==> src/rtl/lis_length_patience_search_defines.svh <==
// assertion macros shared by the block
`ifndef LIS_LENGTH_PATIENCE_SEARCH_DEFINES_SVH
`define LIS_LENGTH_PATIENCE_SEARCH_DEFINES_SVH

// same-cycle implication, checked outside reset
`define LIS_ASSERT_NOW(lbl, ante, cons, msg) \
  lbl: assert property (@(posedge clk) disable iff (!rst_n) (ante) |-> (cons)) \
    else $error(msg);

// next-cycle implication, checked outside reset
`define LIS_ASSERT_NEXT(lbl, ante, cons, msg) \
  lbl: assert property (@(posedge clk) disable iff (!rst_n) (ante) |=> (cons)) \
    else $error(msg);

`endif

==> src/rtl/lis_pkg.sv <==
package lis_pkg;

  // table depth and derived widths
  localparam int MAX_RUN = 1024;
  localparam int IDX_W   = $clog2(MAX_RUN);
  localparam int CNT_W   = $clog2(MAX_RUN + 1);
  localparam int VAL_W   = 32;
  localparam int RUN_W   = 11;

  // controller to datapath commands
  typedef struct packed {
    logic start;
    logic step;
    logic commit;
  } ctrl_cmd_t;

  // datapath to controller status
  typedef struct packed {
    logic len_zero;
    logic search_done;
  } dp_status_t;

  // low bits of a length for the result field
  function automatic logic [RUN_W-1:0] len_to_out(input logic [CNT_W-1:0] len);
    logic [CNT_W+RUN_W-1:0] ext;
    ext = {{RUN_W{1'b0}}, len};
    return ext[RUN_W-1:0];
  endfunction

endpackage

==> src/rtl/lis_ctrl.sv <==
module lis_ctrl (
  input  logic                clk,
  input  logic                rst_n,
  input  logic                in_valid,
  output logic                in_ready,
  output logic                out_valid,
  input  logic                out_ready,
  input  lis_pkg::dp_status_t status,
  output lis_pkg::ctrl_cmd_t  cmd
);
  import lis_pkg::*;

  typedef enum logic [2:0] {
    ST_IDLE   = 3'b001,
    ST_SEARCH = 3'b010,
    ST_COMMIT = 3'b100
  } state_t;

  state_t state_r, state_nxt;
  logic   out_valid_r, out_valid_nxt;
  logic   out_free;

  assign out_free  = !out_valid_r || out_ready;
  assign in_ready  = (state_r == ST_IDLE);
  assign out_valid = out_valid_r;

  // sequencing of one item: load, probe loop (skipped when the length is zero), table update
  always_comb begin
    state_nxt     = state_r;
    out_valid_nxt = out_valid_r && !out_ready;
    cmd           = '0;
    case (state_r)
      ST_IDLE: begin
        if (in_valid) begin
          cmd.start = 1'b1;
          state_nxt = status.len_zero ? ST_COMMIT : ST_SEARCH;
        end
      end
      ST_SEARCH: begin
        cmd.step = 1'b1;
        if (status.search_done) begin
          state_nxt = ST_COMMIT;
        end
      end
      ST_COMMIT: begin
        if (out_free) begin
          cmd.commit    = 1'b1;
          out_valid_nxt = 1'b1;
          state_nxt     = ST_IDLE;
        end
      end
      default: begin
        state_nxt = ST_IDLE;
      end
    endcase
  end

  always_ff @(posedge clk) begin
    if (!rst_n) begin
      state_r     <= ST_IDLE;
      out_valid_r <= 1'b0;
    end else begin
      state_r     <= state_nxt;
      out_valid_r <= out_valid_nxt;
    end
  end

endmodule

==> config.mk <==
export PLATFORM = sky130hd
export DESIGN_NAME = lis_ctrl
export DESIGN_NICKNAME = d
export VERILOG_FILES = /design/src/rtl/lis_length_patience_search_defines.svh /design/src/rtl/lis_pkg.sv /design/src/rtl/lis_ctrl.sv
export SDC_FILE = /design/constraint.sdc
export NUM_CORES = 1
export LEC_CHECK = 0
export BUFFER_PORTS_ARGS = -buffer_cell sky130_fd_sc_hd__buf_2
export CAP_MARGIN = 40
export CORE_AREA = 8 8 45 47
export CTS_BUF_LIST = sky130_fd_sc_hd__clkbuf_8
export DETAILED_ROUTE_END_ITERATION = 6
export DIE_AREA = 0 0 53 55
export SLEW_MARGIN = 20
export SYNTH_ARGS = -nofsm -noshare
export SYNTH_HDL_FRONTEND = slang
export SYNTH_SLANG_ARGS = --single-unit
export TNS_END_PERCENT = 100
==> constraint.sdc <==
create_clock -name clk -period 1.65 [get_ports clk]
set_clock_uncertainty 0.15 [all_clocks]
set_input_delay 0.2475 -clock clk [delete_from_list [all_inputs] [get_ports clk]]
set_output_delay 0.2475 -clock clk [all_outputs]
set_load 0.01 [all_outputs]
Word-level counts from Yosys, hierarchy flattened --
Cells that the tools add are included.
Word-level totals: register bits after elaboration 4, input port bits 6, output and inout port bits 5
Operators by class: equality and inequality tests 6, mux-type cells 12, reductions and logical operators 5
Operator list (number):
- 3-bit 2-to-1 mux | 4
- 3-bit case mux with 3 select lines | 1
- 1-bit 2-to-1 mux | 7
- 2-bit inequality test, second input constant | 3
- 3-bit by 1-bit == test with 1-bit output, second input constant | 1
- 3-bit by 2-bit == test with 1-bit output, second input constant | 1
- 3-bit == test, second input constant | 1
- 3-bit AND reduction | 1
- 1-bit logical NOT | 2
- 1-bit logical AND | 1
- 1-bit logical OR | 1

Logic depth before layout (Yosys ltp) --
word-level depth 4, depth in mapped cells 4, gate-level depth less buffers 4

Worst setup path after synthesis --
No wires, ideal clock.
path kind register to output, start reg state_r[1], end out cmd[2] (netlist name), arrival time 0.865 ns, required time 1.252 ns, slack 0.388 ns, stages on the path, launching flop included 4, path buffers 0, cells stage by stage dfxtp_1 -> nand2b_1 -> nor2_1 -> and2_1
RTL lines:
- start: declaration | RTL line lis_ctrl.sv:19 | state_t state_r, state_nxt;
- start signal: assignment | RTL line lis_ctrl.sv:63 | state_r <= state_nxt;
- end: declaration | RTL line lis_ctrl.sv:9 | output lis_pkg::ctrl_cmd_t cmd

==> qor.txt <==
status - finished clean
net count reported at finish - 47
required time of the worst setup path - 1.25 ns
sum of routed wire length over all layers - 518 um
number of gates given a new drive strength after cts - 0
slowest stage delay, CP - 0.31 ns
final count of hold timing violations - 0
count of H-tree levels built during CTS - 1
count of mapped cells out of synthesis - 26
share of synthesized area occupied by flip-flops and latches - 38.6%
floorplan row count - 14
final total power - 362 uW
slew at the pin closest to its max-slew limit - 0.230 ns
wire length of the first global-routing pass - 772 um
GPL Wtd Cong - 0.679
Area growth, synth to finish - 53.6%
relative max-transition margin - 84.6%
Peak supply drop - 0.000357 V
number of top-level pins - 11
count of vias placed by the detailed router - 219
warnings from Yosys - 0
worst endpoint data arrival time - 1.06 ns
portion of total power attributed to the clock network - 54.9%
Reg clk slew, reported paths - 0.03 ns
Achievable Freq - 685 MHz
Hold Crit Class - in2reg
number of CTS-inserted buffers - 3
violation count after the first detailed-routing iteration - 6
clock root buffer - clkbuf_8
post-route worst hold slack - 0.113 ns
setup repair after global routing missed its margin - false
critical-path cell list - nand2b_1 -> nor2_1 -> and2_1 -> buf_2
net switching component of the power - 76.3 uW
areal power density over the cells - 1140 nW/um^2
Flop pwr share - 30.8%
net count after synthesis - 32
sequential cell area - 80.1 um^2
Worst Setup Path Type - reg2out
category of the worst setup path capture point - output pin
via count of the first global-routing pass - 201
Antenna Diode Count - 0
global-route congestion overflow total - 0
aggregate negative setup slack - 0 ns
overall die width - 53 um
clock tree from TritonCTS - done
biggest fanout along the worst timing path - 4
Internal Pwr Total - 286 uW
die area - 2920 um^2
Pins Over Slew Limit - 0
number of vias per cell - 3.98
leakage dissipation - 0.154 nW
clock insertion delay at the later pin of the skew report - 0.21 ns
number of hold buffers added after CTS - 0
post-detailed-route wirelength per cell - 9.42 um
number of fill cells - 159
Placed Cells incl. Taps - 52
number of failing setup endpoints in the final timing report - 0
fraction of layout cells with a size suffix above 1 - 33.3%
CP Launch Type - flop
shortest clock period the worst path allows after layout - 1.46 ns
synthesis-stage register bit count - 4
count of distinct cell types in the synthesized netlist - 14
DIE HEIGHT - 55 um
Switching Share - 21.1%
max-cap violation count - 0
setup fix buffers added after clock tree synthesis - 0
antenna viol nets, final - 0
clk sinks - 4
Non-Filler Instances - 55
synthesized cell area - 208 um^2
ratio of final minimum period to clock period - 88.5%
CTS max path bufs - 2
DPL Wire Length - 440 um
combinational share of power - 14.3%
slowest stage cell on the critical path - dfxtp_1
count of TritonRoute iterations in the first routing pass - 3
initial cell density of the core - 15.0%
core area - 1380 um^2
global-route usage over all layers - 3.71%
largest net degree at the start of global routing - 9
antenna violations before repair - 0
quantity of I/O buffers inserted on ports - 10
Avg Inst Size Synth - 7.99 um^2
number of DRC violations after detailed routing - 0
multi-input logic area - 128 um^2
-- through the flow --
step | utilization [%] | cell area [um^2] | setup slack, ns
finish | 23.1 | 319 | 0.191
CTS | 23.1 | 319 | 0.187
detailed placement | 20.1 | 278 | 0.413
global route | 23.1 | 319 | 0.107
floorplan | - | 208 | 0.388
global placement | 20.1 | 278 | 0.438
-- power by group through the flow --
stage	Combinational (mW)	Sequential (mW)	Clock, mW
2_1_floorplan	0.0325	0.111	0
3_3_place_gp	0.0524	0.113	0
3_5_place_dp	0.0521	0.113	0
4_1_cts	0.0523	0.112	0.204
5_1_grt	0.0582	0.113	0.210
6_report	0.0519	0.112	0.199
-- path summary, 6_finish.rpt --
check / from / end / slack [ns] / cells after the start
worst max register to register: state_r[0] / state_r[2] / 0.44 / 3
worst max-delay path: state_r[1] / cmd[2] / 0.19 / 4
worst min-delay path: rst_n / state_r[0] / 0.11 / 2
worst min register to register: out_valid / out_valid / 0.38 / 2
-- flip-flops by register name, indices dropped and copies added (netlist names) --
name	cells
state_r	3
out_valid	1
-- metal layers --
layer  vias up  track usage (%)  share of wire [%]
met4         0             2.59                  0
li1        117                -                  -
met2         9             4.10                 35
met1        93             4.55                 53
met5         -                0                  0
met3         0             2.94                 13
-- area by class of cell --
| cell class | instances | area share [%] |
|---|---|---|
| sequential | 4 | 25.1 |
| clock buffer | 3 | 12.9 |
| tap | 16 | 6.27 |
| multi-input combinational | 22 | 40.0 |
| timing repair buffer | 10 | 15.7 |
-- synth_stat cells (all sizes together) --
library cell,n,area (um^2)
nand2b,4,25.0
nor2,4,15.0
nand2,3,11.3
o22ai,1,6.26
and3b,1,8.76
o22a,1,8.76
dfxtp,4,80.1
and3,1,6.26
a21boi,1,7.51
a21oi,2,10.0
o21ai,1,5.00
and2,1,6.26
o221a,1,11.3
nor2b,1,6.26
-- cells in the final DEF (no fill, tap or decap) --
master	n
nand2b_1	4
a21oi_1	2
nor2_1	4
nand2_1	3
clkbuf_8	3
a21boi_0	1
and3b_1	1
o22a_1	1
buf_2	10
o221a_1	1
dfxtp_1	4
o22ai_1	1
and3_1	1
o21ai_0	1
nor2b_1	1
and2_1	1
-- critical path, delay by kind of cell, from the launching register on --
| kind | cells | cell delay [ns] |
|---|---|---|
| buffers and inverters | 1 | 0.12 |
| DFF | 1 | 0.31 |
| and+or+nand+nor | 3 | 0.42 |
-- kinds of logic (layout without fill, tap and decap cells) --
logic type	after synthesis	count (layout)	synth area share [%]
and+or+nand+nor	15	15	38.0
DFF	4	4	38.6
AOI/OAI and AO/OA	7	7	23.5
buffers and inverters	0	13	0
(Power assumes the default switching activity.)
